**src/rtl/rmts_pkg.sv**
```systemverilog
package rmts_pkg;

    localparam int unsigned MAX_TASKS_DEF = 8;
    localparam int unsigned IDX_W         = 6;   // holds any index up to 64 entries
    localparam int unsigned PERIOD_W      = 16;
    localparam int unsigned COST_W        = 16;
    localparam int unsigned READY_W       = 32;
    localparam int unsigned ADV_W         = 31;
    localparam int unsigned ACTIVE_W      = 4;
    localparam int unsigned SLOT_W        = 3;
    localparam int unsigned IN_TDATA_W    = 56;
    localparam int unsigned OUT_TDATA_W   = 40;

    localparam logic [ACTIVE_W-1:0] ACTIVE_RESET = 4'd8;

    localparam logic CMD_LOAD = 1'b0;
    localparam logic CMD_STEP = 1'b1;

    localparam logic signed [READY_W-1:0] READY_MAX = 32'sh7fff_ffff;
    localparam logic signed [READY_W-1:0] READY_MIN = 32'sh8000_0000;

    // running result of the selection pass, moved one cell per cycle
    typedef struct packed {
        logic                       found;
        logic [IDX_W-1:0]           idx;
        logic [PERIOD_W-1:0]        period;
        logic [COST_W-1:0]          cost;
        logic signed [READY_W-1:0]  min_ready;
    } t_carry;

    // update command broadcast to every cell
    typedef struct packed {
        logic               en;
        logic               found;
        logic [IDX_W-1:0]   idx;
        logic [ADV_W-1:0]   delta;
    } t_upd;

    function automatic logic signed [READY_W-1:0] clamp34(input logic signed [33:0] v);
        logic signed [READY_W-1:0] r;
        if (v > 34'(READY_MAX)) begin
            r = READY_MAX;
        end else if (v < 34'(READY_MIN)) begin
            r = READY_MIN;
        end else begin
            r = v[READY_W-1:0];
        end
        return r;
    endfunction

endpackage

```
**src/rtl/rmts_cell.sv**
```systemverilog
module rmts_cell #(
    parameter int unsigned INDEX = 0
) (
    input  logic                             i_clk,
    input  logic                             i_rst_n,
    input  logic                             i_active,
    input  logic                             i_load,
    input  logic [rmts_pkg::PERIOD_W-1:0]    i_period,
    input  logic [rmts_pkg::COST_W-1:0]      i_cost,
    input  logic [rmts_pkg::PERIOD_W-1:0]    i_wait,
    input  rmts_pkg::t_carry                 i_carry,
    input  rmts_pkg::t_upd                   i_upd,
    output rmts_pkg::t_carry                 o_carry
);

    logic [rmts_pkg::PERIOD_W-1:0]          r_period;
    logic [rmts_pkg::COST_W-1:0]            r_cost;
    logic signed [rmts_pkg::READY_W-1:0]    r_ready;
    rmts_pkg::t_carry                       r_carry;
    rmts_pkg::t_carry                       n_carry;
    logic signed [rmts_pkg::READY_W-1:0]    n_ready;
    logic                                   take;
    logic signed [33:0]                     sum_pick;
    logic signed [33:0]                     sum_idle;

    assign take = i_active && (r_ready <= 0)
                  && (!i_carry.found || (r_period < i_carry.period));

    always_comb begin
        n_carry = i_carry;
        if (take) begin
            n_carry.found  = 1'b1;
            n_carry.idx    = rmts_pkg::IDX_W'(INDEX);
            n_carry.period = r_period;
            n_carry.cost   = r_cost;
        end
        if (i_active && (r_ready < i_carry.min_ready)) begin
            n_carry.min_ready = r_ready;
        end
    end

    assign sum_pick = $signed({18'd0, r_period}) - $signed({18'd0, r_cost})
                      + 34'(r_ready);
    assign sum_idle = 34'(r_ready) - $signed({3'd0, i_upd.delta});

    always_comb begin
        n_ready = r_ready;
        if (i_upd.found && (i_upd.idx == rmts_pkg::IDX_W'(INDEX))) begin
            n_ready = rmts_pkg::clamp34(sum_pick);
        end else begin
            n_ready = rmts_pkg::clamp34(sum_idle);
        end
    end

    always_ff @(posedge i_clk) begin
        if (!i_rst_n) begin
            r_period <= '0;
            r_cost   <= '0;
            r_ready  <= '0;
        end else if (i_load) begin
            r_period <= i_period;
            r_cost   <= i_cost;
            r_ready  <= $signed({16'd0, i_wait});
        end else if (i_upd.en && i_active) begin
            r_ready  <= n_ready;
        end
    end

    always_ff @(posedge i_clk) begin
        r_carry <= n_carry;
    end

    assign o_carry = r_carry;

endmodule

```
**src/rtl/rate_monotonic_task_selector.sv**
```systemverilog
// Rate-monotonic task selector over a row of task cells. A load transfer
// (tuser 0) writes one entry and answers with an all-zero result in the next
// cycle. In a step transfer (tuser 1) the search for the ready task with the
// smallest period walks down the cell chain one cell a cycle, then, once the
// result register is free, every active cell updates its ready time. One item is
// in work at a time; a load is taken again in the cycle after the previous item
// finishes, provided the result register is free or being drained. The table
// clears on reset and active_tasks resets to 8.
module rate_monotonic_task_selector #(
    parameter int unsigned MAX_TASKS = rmts_pkg::MAX_TASKS_DEF
) (
    input  logic                                i_clk,
    input  logic                                i_rst_n,
    input  logic                                i_cfg_we,
    input  logic [rmts_pkg::ACTIVE_W-1:0]       i_cfg_wdata,
    input  logic                                i_s_tvalid,
    output logic                                o_s_tready,
    // task_slot, task_period, task_cost, initial_wait, zero pad
    input  logic [rmts_pkg::IN_TDATA_W-1:0]     i_s_tdata,
    // command
    input  logic [0:0]                          i_s_tuser,
    output logic                                o_m_tvalid,
    input  logic                                i_m_tready,
    // chosen_slot, time_advance, zero pad
    output logic [rmts_pkg::OUT_TDATA_W-1:0]    o_m_tdata,
    // ran
    output logic [0:0]                          o_m_tuser
);

    localparam int unsigned CNT_W = $clog2(MAX_TASKS);

    localparam logic [1:0] ST_IDLE = 2'd0;
    localparam logic [1:0] ST_SCAN = 2'd1;
    localparam logic [1:0] ST_UPD  = 2'd2;

    localparam rmts_pkg::t_carry CARRY_INIT = '{
        found:     1'b0,
        idx:       '0,
        period:    '0,
        cost:      '0,
        min_ready: rmts_pkg::READY_MAX
    };

    logic [1:0]                             r_state;
    logic [CNT_W-1:0]                       r_cnt;
    logic [rmts_pkg::ACTIVE_W-1:0]          r_active;
    logic                                   r_out_valid;
    logic                                   r_out_ran;
    logic [rmts_pkg::SLOT_W-1:0]            r_out_slot;
    logic [rmts_pkg::ADV_W-1:0]             r_out_adv;

    logic                                   out_free;
    logic                                   s_accept;
    logic                                   load_accept;
    logic                                   upd_fire;
    logic [rmts_pkg::SLOT_W-1:0]            in_slot;
    logic [rmts_pkg::PERIOD_W-1:0]          in_period;
    logic [rmts_pkg::COST_W-1:0]            in_cost;
    logic [rmts_pkg::PERIOD_W-1:0]          in_wait;
    logic [rmts_pkg::ADV_W-1:0]             step_adv;
    rmts_pkg::t_carry                       carry_in  [MAX_TASKS];
    rmts_pkg::t_carry                       carry_out [MAX_TASKS];
    rmts_pkg::t_carry                       result;
    rmts_pkg::t_upd                         upd;

    assign in_slot   = i_s_tdata[2:0];
    assign in_period = i_s_tdata[18:3];
    assign in_cost   = i_s_tdata[34:19];
    assign in_wait   = i_s_tdata[50:35];

    assign out_free    = !r_out_valid || i_m_tready;
    assign o_s_tready  = (r_state == ST_IDLE) && out_free;
    assign s_accept    = i_s_tvalid && o_s_tready;
    assign load_accept = s_accept && (i_s_tuser[0] == rmts_pkg::CMD_LOAD);
    assign upd_fire    = (r_state == ST_UPD) && out_free;

    assign result = carry_out[MAX_TASKS-1];

    // with nothing active the step leaves the table alone and reports zero
    assign step_adv = result.found ? rmts_pkg::ADV_W'(result.cost)
                    : (r_active == '0) ? '0
                    : result.min_ready[rmts_pkg::ADV_W-1:0];

    assign upd.en    = upd_fire;
    assign upd.found = result.found;
    assign upd.idx   = result.idx;
    assign upd.delta = step_adv;

    for (genvar k = 0; k < MAX_TASKS; k++) begin : g_cell
        logic cell_active;
        logic cell_load;

        assign cell_active = ({28'd0, r_active} > 32'(k));
        assign cell_load   = load_accept && (32'(in_slot) == 32'(k));

        if (k == 0) begin : g_head
            assign carry_in[k] = CARRY_INIT;
        end else begin : g_link
            assign carry_in[k] = carry_out[k-1];
        end

        rmts_cell #(
            .INDEX (k)
        ) u_cell (
            .i_clk    (i_clk),
            .i_rst_n  (i_rst_n),
            .i_active (cell_active),
            .i_load   (cell_load),
            .i_period (in_period),
            .i_cost   (in_cost),
            .i_wait   (in_wait),
            .i_carry  (carry_in[k]),
            .i_upd    (upd),
            .o_carry  (carry_out[k])
        );
    end

    always_ff @(posedge i_clk) begin
        if (!i_rst_n) begin
            r_active <= rmts_pkg::ACTIVE_RESET;
        end else if (i_cfg_we) begin
            r_active <= i_cfg_wdata;
        end
    end

    always_ff @(posedge i_clk) begin
        if (!i_rst_n) begin
            r_state <= ST_IDLE;
            r_cnt   <= '0;
        end else begin
            unique case (r_state)
                ST_IDLE: begin
                    if (s_accept && (i_s_tuser[0] == rmts_pkg::CMD_STEP)) begin
                        r_state <= ST_SCAN;
                        r_cnt   <= '0;
                    end
                end
                ST_SCAN: begin
                    // the last cell holds the answer once the pass has run the chain
                    if (r_cnt == CNT_W'(MAX_TASKS - 1)) begin
                        r_state <= ST_UPD;
                    end else begin
                        r_cnt <= r_cnt + 1'b1;
                    end
                end
                ST_UPD: begin
                    if (out_free) begin
                        r_state <= ST_IDLE;
                    end
                end
                default: begin
                    r_state <= ST_IDLE;
                end
            endcase
        end
    end

    always_ff @(posedge i_clk) begin
        if (!i_rst_n) begin
            r_out_valid <= 1'b0;
        end else if (load_accept || upd_fire) begin
            r_out_valid <= 1'b1;
        end else if (i_m_tready) begin
            r_out_valid <= 1'b0;
        end
    end

    always_ff @(posedge i_clk) begin
        if (load_accept) begin
            r_out_ran  <= 1'b0;
            r_out_slot <= '0;
            r_out_adv  <= '0;
        end else if (upd_fire) begin
            r_out_ran  <= result.found;
            r_out_slot <= result.found ? result.idx[rmts_pkg::SLOT_W-1:0] : '0;
            r_out_adv  <= step_adv;
        end
    end

    assign o_m_tvalid = r_out_valid;
    assign o_m_tuser  = r_out_ran;
    assign o_m_tdata  = {6'd0, r_out_adv, r_out_slot};

    a_load_result: assert property (@(posedge i_clk) disable iff (!i_rst_n)
        load_accept |=> o_m_tvalid)
        else $error("load transfer produced no result");

    a_busy_no_ready: assert property (@(posedge i_clk) disable iff (!i_rst_n)
        (r_state != ST_IDLE) |-> !o_s_tready)
        else $error("input taken while a step is in work");

    a_update_result: assert property (@(posedge i_clk) disable iff (!i_rst_n)
        upd_fire |=> (o_m_tvalid && (r_state == ST_IDLE)))
        else $error("step update did not deliver a result");

endmodule
```
**config.mk**
```make
export PLATFORM = sky130hd
export DESIGN_NAME = rate_monotonic_task_selector
export DESIGN_NICKNAME = d
export VERILOG_FILES = /design/src/rtl/rmts_pkg.sv /design/src/rtl/rmts_cell.sv /design/src/rtl/rate_monotonic_task_selector.sv
export SDC_FILE = /design/constraint.sdc
export NUM_CORES = 2
export LEC_CHECK = 0
export ABC_AREA = 1
export BUFFER_PORTS_ARGS = -buffer_cell sky130_fd_sc_hd__buf_2
export CORE_MARGIN = 4
export CORE_UTILIZATION = 50
export CTS_BUF_LIST = sky130_fd_sc_hd__clkbuf_4 sky130_fd_sc_hd__clkbuf_8 sky130_fd_sc_hd__clkbuf_16
export CTS_CLUSTER_DIAMETER = 40
export DETAILED_ROUTE_END_ITERATION = 8
export GPL_ROUTABILITY_DRIVEN = 0
export PLACE_DENSITY = 0.66
export SLEW_MARGIN = 20
export SYNTH_ARGS = -nofsm -noshare
export SYNTH_HDL_FRONTEND = slang
export SYNTH_SLANG_ARGS = --single-unit
```
**constraint.sdc**
```tcl
create_clock -name i_clk -period 12.35 [get_ports i_clk]
set_clock_uncertainty 0.2 [all_clocks]
set_input_delay 0.6175 -clock i_clk [delete_from_list [all_inputs] [get_ports i_clk]]
set_output_delay 0.6175 -clock i_clk [all_outputs]
set_load 0.02 [all_outputs]
```
---- After elaboration in Yosys (flattened, before gate mapping) ----
Index checks and enable logic that the tools add are counted.
word-level totals
  bits in registers ....................... 1108
  bits of input ports ..................... 66
  logic and storage cells ................. 365
operators by class
  add/subtract/negate cells ............... 25
  order comparisons ....................... 63
  equality and inequality tests ........... 21
  mux-type cells .......................... 83
  bitwise logic cells ..................... 2
  reductions and logical operators ........ 93
operator list
  operator                count
  $mux W32                52
  $gt A34 B32 Y1 const B  16
  $lt A34 B32 Y1 const B  16
  $mux W16                17
  $add A17 B32 Y33        8
  $sub A32 B32 Y33        8
  $le A32 B1 Y1 const B   8
  $lt A32 B32 Y1          7
  $sub A16 B16 Y17        8
  $lt A16 B16 Y1          7
  $mux W31                3
  $logic_and A1 B1 Y1     52
  $mux W39                1
  $lt A32 B32 Y1 const B  1
  $eq A6 B3 Y1 const B    4
  $reduce_bool A2 Y1      10
  $gt A4 B3 Y1 const B    4
  $reduce_or A2 Y1        8
  $eq A3 B3 Y1 const B    5
  $eq A6 B2 Y1 const B    2
  $logic_or A1 B1 Y1      9
  $mux W3                 3
  $gt A4 B1 Y1 const B    2
  $gt A4 B2 Y1 const B    2
  19 further kinds        34

---- Logic depth before layout (Yosys ltp) ----
  word-level depth ........................ 10
  depth in mapped cells ................... 31
  gate-level depth less buffers ........... 30

---- Modules after synthesis ----
From an unflattened synthesis, not the netlist that was laid out.
second synthesis, totals
  cells, all modules ...................... 15796
  area total of the unflattened synthesis .. 96246.1 um^2
by module, submodules not included
  module                             instances  cells each  area an instance (um^2)  sequential area each (um^2)
  rmts_cell at g_cell[5].u_cell ...  2          1937        11788.8                  2702.6
  rmts_cell at g_cell[1].u_cell ...  2          1932        11732.5                  2702.6
  rmts_cell at g_cell[7].u_cell      1          1936        11823.8                  2702.6
  rmts_cell at g_cell[2].u_cell      1          1934        11750.0                  2702.6
  rmts_cell at g_cell[3].u_cell      1          1933        11737.5                  2702.6
  rmts_cell at g_cell[0].u_cell      1          1930        11736.3                  2702.6
  rate_monotonic_task_selector       1          325         2155.8                   900.9

---- Least setup slack after synthesis ----
Ideal clock, no wire load.
  path type ............................... reg2reg
  start ................................... register g_cell[0].u_cell.r_period[0] in the netlist's numbering
  end ..................................... register g_cell[0].u_cell.r_ready[10] in the netlist's numbering
  setup time .............................. 0.132 ns
  data arrival time ....................... 4.008 ns
  required time ........................... 12.018 ns
  setup slack ............................. 8.010 ns
  cell stages (with the launch flop) ...... 23
  clock period less this slack ............ 4.340 ns
  cells stage by stage .................... dfxtp_1 -> inv_1 -> ha_1 -> fa_1 -> o31ai_1 -> nand3_1 -> o211ai_1 -> nand3_1 -> a21boi_0 -> o22ai_1 -> ha_1 -> a21oi_1 -> a21boi_2 -> nand2_1 -> a21oi_1 -> nand2_1 -> nand3_1 -> nand2_1 -> nor2_2 -> buf_2 -> nand2_1 -> nand3_1 -> a21oi_1
on the way
  longest elaborated chain between the ends .. 8
  elaborated cells between the ends (all ways) .. 9
RTL lines
  what                    RTL line         source
  from (decl)             rmts_cell.sv:16  logic [rmts_pkg::PERIOD_W-1:0] r_period;
  from (signal assigned)  rmts_cell.sv:61  r_period <= i_period;
  $sub A16 B16 Y17 (*)    rmts_cell.sv:42  assign sum_pick = $signed({18'd0, r_period}) - $signed({18'd0, r_cost})
  $add A17 B32 Y33 (*)    rmts_cell.sv:43  + 34'(r_ready);
  $lt A34 B32 Y1          rmts_pkg.sv:43   end else if (v < 34'(READY_MIN)) begin
  $mux W32                rmts_pkg.sv:43
  $mux W32 (*)            rmts_pkg.sv:41   if (v > 34'(READY_MAX)) begin
  $mux W32 (*)            rmts_cell.sv:48  if (i_upd.found && (i_upd.idx == rmts_pkg::IDX_W'(INDEX))) begin
  $mux W16 (*)            rmts_cell.sv:64  end else if (i_upd.en && i_active) begin
  $mux W16 (*)            rmts_cell.sv:60  end else if (i_load) begin
  to (signal assigned)    rmts_cell.sv:63  r_ready <= $signed({16'd0, i_wait});
  to (signal assigned)    rmts_cell.sv:65  r_ready <= n_ready;
  to (decl)               rmts_cell.sv:18  logic signed [rmts_pkg::READY_W-1:0] r_ready;
Mark *: on every way between the ends. The rest lies on a longest branch, timed or not. The select of a mux whose other input is x is not followed.
A chain may end at the register's enable or synchronous reset.

---- Worst setup path after layout ----
  start ................................... register r_active[3] in the netlist's numbering
  end ..................................... register g_cell[2].u_cell.r_ready[26] in the netlist's numbering
on the way
  longest elaborated chain between the ends .. 8
  elaborated cells between the ends (all ways) .. 11
RTL lines
  what                    RTL line                             source
  from (decl)             rate_monotonic_task_selector.sv:46   logic [rmts_pkg::ACTIVE_W-1:0] r_active;
  from (signal assigned)  rate_monotonic_task_selector.sv:120  r_active <= rmts_pkg::ACTIVE_RESET;
  from (signal assigned)  rate_monotonic_task_selector.sv:122  r_active <= i_cfg_wdata;
  $logic_not A4 Y1        rate_monotonic_task_selector.sv:81   : (r_active == '0) ? '0
  $mux W31                rate_monotonic_task_selector.sv:81
  $mux W31                rate_monotonic_task_selector.sv:80   assign step_adv = result.found ? rmts_pkg::ADV_W'(result.cost)
  $sub A32 B32 Y33        rmts_cell.sv:44                      assign sum_idle = 34'(r_ready) - $signed({3'd0, i_upd.delta});
  $lt A34 B32 Y1          rmts_pkg.sv:43
  $mux W32                rmts_pkg.sv:43
  $mux W32                rmts_pkg.sv:41
  $mux W32                rmts_cell.sv:48
  to (signal assigned)    rmts_cell.sv:63
  to (signal assigned)    rmts_cell.sv:65
  to (decl)               rmts_cell.sv:18
Parallel ways exist; a longest one is shown, timed or not.

==> qor.txt <==
Hpwl dp - 261000 um
Synth area leaders - dfxtp_1 (24%), nand2_1 (19%), ha_1 (14%)
Placed Area - 92200 um2
Final instance area - 99200 um2
WP depth - 23
Power Internal - 0.00896 W
Top Ports - 109
CP max FO - 31
FMAX - 156 MHz
Comb pwr share - 42.3%
Crit-path max cell delay - 0.64 ns
# DRC - 0
Clock Tree Buf Depth - 3
Reg power frac - 23.4%
Synth top area share - 24.0%
CTS root buffer - clkbuf_16
Worst endpoint required time - 12.83 ns
Drt wl/cell - 19.6 um
Post-layout util - 55.5%
CTS Sinks - 1077
Cells along the critical path - nor2_4 -> inv_2 -> nor2_2 -> inv_2 -> nor2_2 -> nor2_4 -> buf_4 -> nand2_1 -> buf_4 -> ha_1 -> nand2_2 -> inv_1 -> nand2_1 -> and2_1 -> nand2_1 -> a21oi_1 -> nand2_1 -> nand2_1 -> nand3_2 -> nand3_1 -> nand2_1 -> nand2_1 -> a21oi_1
Worst Tran Pin Value - 1.26 ns
Peak supply drop - 0.217 mV
Worst R2R Start - r_active[3]
Clk pwr share - 34.3%
Netlist cell types - 61
Switching pwr - 0.00695 W
Rows - 155
Setup_tns - 0 ns
CP startpoint kind - flip-flop
CTS tree - built
Core box area - 179000 um2
Grt total ovfl - 0
Worst R2R Path Depth - 23
Seq/Total Area, Yosys - 24.0%
Final number of max-transition violations - 0
Leak - 50.5 nW
Fin. Hold Viols - 0
Tcrit/Tclk final - 51.9%
Die Wd - 432 um
Net Sw Frac - 43.7%
Headroom to the max-slew limit - 15.6%
Num CTS Buffers - 188
Share of flip-flops with an asynchronous set or reset - 0%
Max H-tree Level - 4
Flops & latches, synth - 1077
Most used cell, CP - nand2_1
Setup CP Type - reg -> reg
Worst setup endpoint - g_cell[2].u_cell.r_ready[26]
Syn Std Cell Area - 89900 um2
Layout area overhead - 10.3%
1st-iter DRT viols - 8887
Worst hold path class - in -> reg
Kind of cell adding the most delay to the critical path - simple AND/OR/NAND/NOR gates
Initial antenna violation count - 29
Register-to-register setup slack - 5.94 ns
First-pass GRT wire length - 497000 um
Largest net degree at the start of global routing - 151
Number of global-route vias before repair - 84900
Slowest CP cell - nand2_1
Drt pass-1 iters - 8
Critical Path AT - 6.89 ns
Top FF cell, synth - dfxtp_1
Die area - 187000 um2
Layout cells sized above 1 - 5.37%
Clk pin slew, worst setup/hold paths - 0.06 ns
Final wirelength - 333000 um
Worst Setup End Kind - flip-flop
Minimum clock period - 6.41 ns
Crit path from - r_active[3]
Layout filler cell count - 18200
Final setup vio count - 0
Synthesis warning total - 0
WP buf/inv - 5
Die span in y - 432 um
Initial Utilization - 50.3%
Area leader, netlist - dfxtp_1
PwrDens - 160 nW/um2
Port bufs - 97
Post-synth EDFFs - 0
Worst skew pair latency - 0.83 ns
ANT nets after route - 0
Mapped Cells - 14500
Status - finished clean
Routed via count - 92700
RSZ-0062 raised after global routing - false
Nets - 15600
Worst R2R End - g_cell[2].u_cell.r_ready[26]
Synthesized area per cell - 6.22 um2
Via/cell ratio - 5.45
GR Util All Layers - 34.5%
Max Cap Viol - 0
==> metrics by stage <==
step / cells / setup slack, ns / power, W / hold WS (ns)
2_1_floorplan: 14500 / 8.01 / 0.00874 / 0.188
3_3_place_gp: 16700 / 6.25 / 0.0103 / 0.192
3_5_place_dp: 16700 / 6.24 / 0.0104 / 0.198
4_1_cts: 17000 / 6.22 / 0.0158 / 0.00160
5_1_grt: 17000 / 5.87 / 0.0169 / 0.0526
6_report: 17000 / 5.94 / 0.0159 / 0.0512
==> placed cells by master, fill, tap and decap left out, types with 109 or more instances in the layout <==
cell type / synthesis / routed
nand4_1: 115 / 115
dfxtp_1: 1077 / 1077
xor2_1: 313 / 312
o21bai_1: 109 / 109
o22ai_1: 130 / 130
inv_1: 2197 / 2195
nor2_1: 975 / 970
clkbuf_16: 0 / 189
nand3_1: 678 / 671
nand2_1: 4494 / 4491
nor3_1: 149 / 149
ha_1: 972 / 972
o21ai_0: 861 / 861
a21oi_1: 1378 / 1376
==> state kept, by name, summed over array words and instances (netlist names) <==
name / count
o_m_tvalid: 1
g_cell.u_cell.r_ready: 256
r_active: 4
r_out_slot: 3
o_m_tuser: 1
g_cell.u_cell.o_carry: 520
r_cnt: 3
g_cell.u_cell.r_period: 128
r_out_adv: 31
r_state: 2
g_cell.u_cell.r_cost: 128
==> cells in the mapped netlist (109+ instances only) <==
master and instances:
nand2_1 4494, inv_1 2197, a21oi_1 1378, dfxtp_1 1077, nor2_1 975, ha_1 972, o21ai_0 861, nand3_1 678
xor2_1 313, clkbuf_1 187, nor3_1 149, o22ai_1 130, nand4_1 115, o21bai_1 109
==> cell families (layout without fill, tap and decap cells) <==
logic type      Yosys count  count (layout)  share of synthesized area [%]
simple gates           6711            6711                           30.6
compound gates         2655            2655                           15.8
buf+inv                2618            2809                           11.6
fa+ha+maj               996             996                           14.1
flops                  1077            1077                           24.0
other cells               1              20                        0.00417
xor+xnor                409             409                           3.98
==> worst register-to-register path: stages, from the launching register on <==
cell and delay (ns):
dfxtp_1 0.61, nor2_4 0.39, inv_2 0.13, nor2_2 0.37, inv_2 0.14, nor2_2 0.52, nor2_4 0.03, buf_4 0.32
nand2_1 0.67, buf_4 0.47, ha_1 0.37, nand2_2 0.14, inv_1 0.05, nand2_1 0.05, and2_1 0.13, nand2_1 0.08
a21oi_1 0.19, nand2_1 0.11, nand2_1 0.08, nand3_2 0.61, nand3_1 0.39, nand2_1 0.08, nand2_1 0.07, a21oi_1 0.06
==> area by class of cell <==
class | instances | area, um2 | area share [%]
flip-flops and latches | 1077 | 21600 | 21.7
inverters | 2261 | 8500 | 8.57
clock inverters | 125 | 1570 | 1.58
clock buffers | 224 | 5120 | 5.17
well taps | 2355 | 2950 | 2.97
multi-input cells | 10800 | 58100 | 58.6
repair buffers | 199 | 1320 | 1.33
diodes | 14 | 35.0 | 0.0353
==> repair_timing <==
action | in CTS | in global routing
endpoints found under the hold margin | 54 | 0
hold buffers | 18 | 0
resized for setup | 0 | 0
setup buffers | 0 | 0
==> layer usage <==
metal	GRT usage (%)	up-vias	wire, um
met3	5.14	924	25800
met2	54.4	3565	145000
met1	42.7	41600	134000
met5	0	-	0
li1	-	46600	-
met4	25.6	0	28500
==> power groups by stage <==
| stage | combinational (W) | clock [W] | sequential, W |
|---|---|---|---|
| floorplan | 0.00501 | 0 | 0.00373 |
| global placement | 0.00655 | 0 | 0.00378 |
| detailed placement | 0.00657 | 0 | 0.00378 |
| CTS | 0.00661 | 0.00550 | 0.00371 |
| global route | 0.00748 | 0.00566 | 0.00372 |
| finish | 0.00673 | 0.00546 | 0.00372 |
==> worst min path at each step <==
stage	from	endpoint	cells past startpoint
global placement	g_cell[2].u_cell.o_carry[65]	g_cell[3].u_cell.o_carry[65]	2
global route	i_s_tdata[10]	g_cell[2].u_cell.r_period[7]	3
CTS	i_s_tdata[10]	g_cell[2].u_cell.r_period[7]	3
floorplan	g_cell[2].u_cell.o_carry[64]	g_cell[3].u_cell.o_carry[64]	2
finish	i_s_tdata[12]	g_cell[4].u_cell.r_period[9]	3
detailed placement	g_cell[4].u_cell.o_carry[66]	g_cell[5].u_cell.o_carry[66]	1
Power figures use the tool's default switching activity.
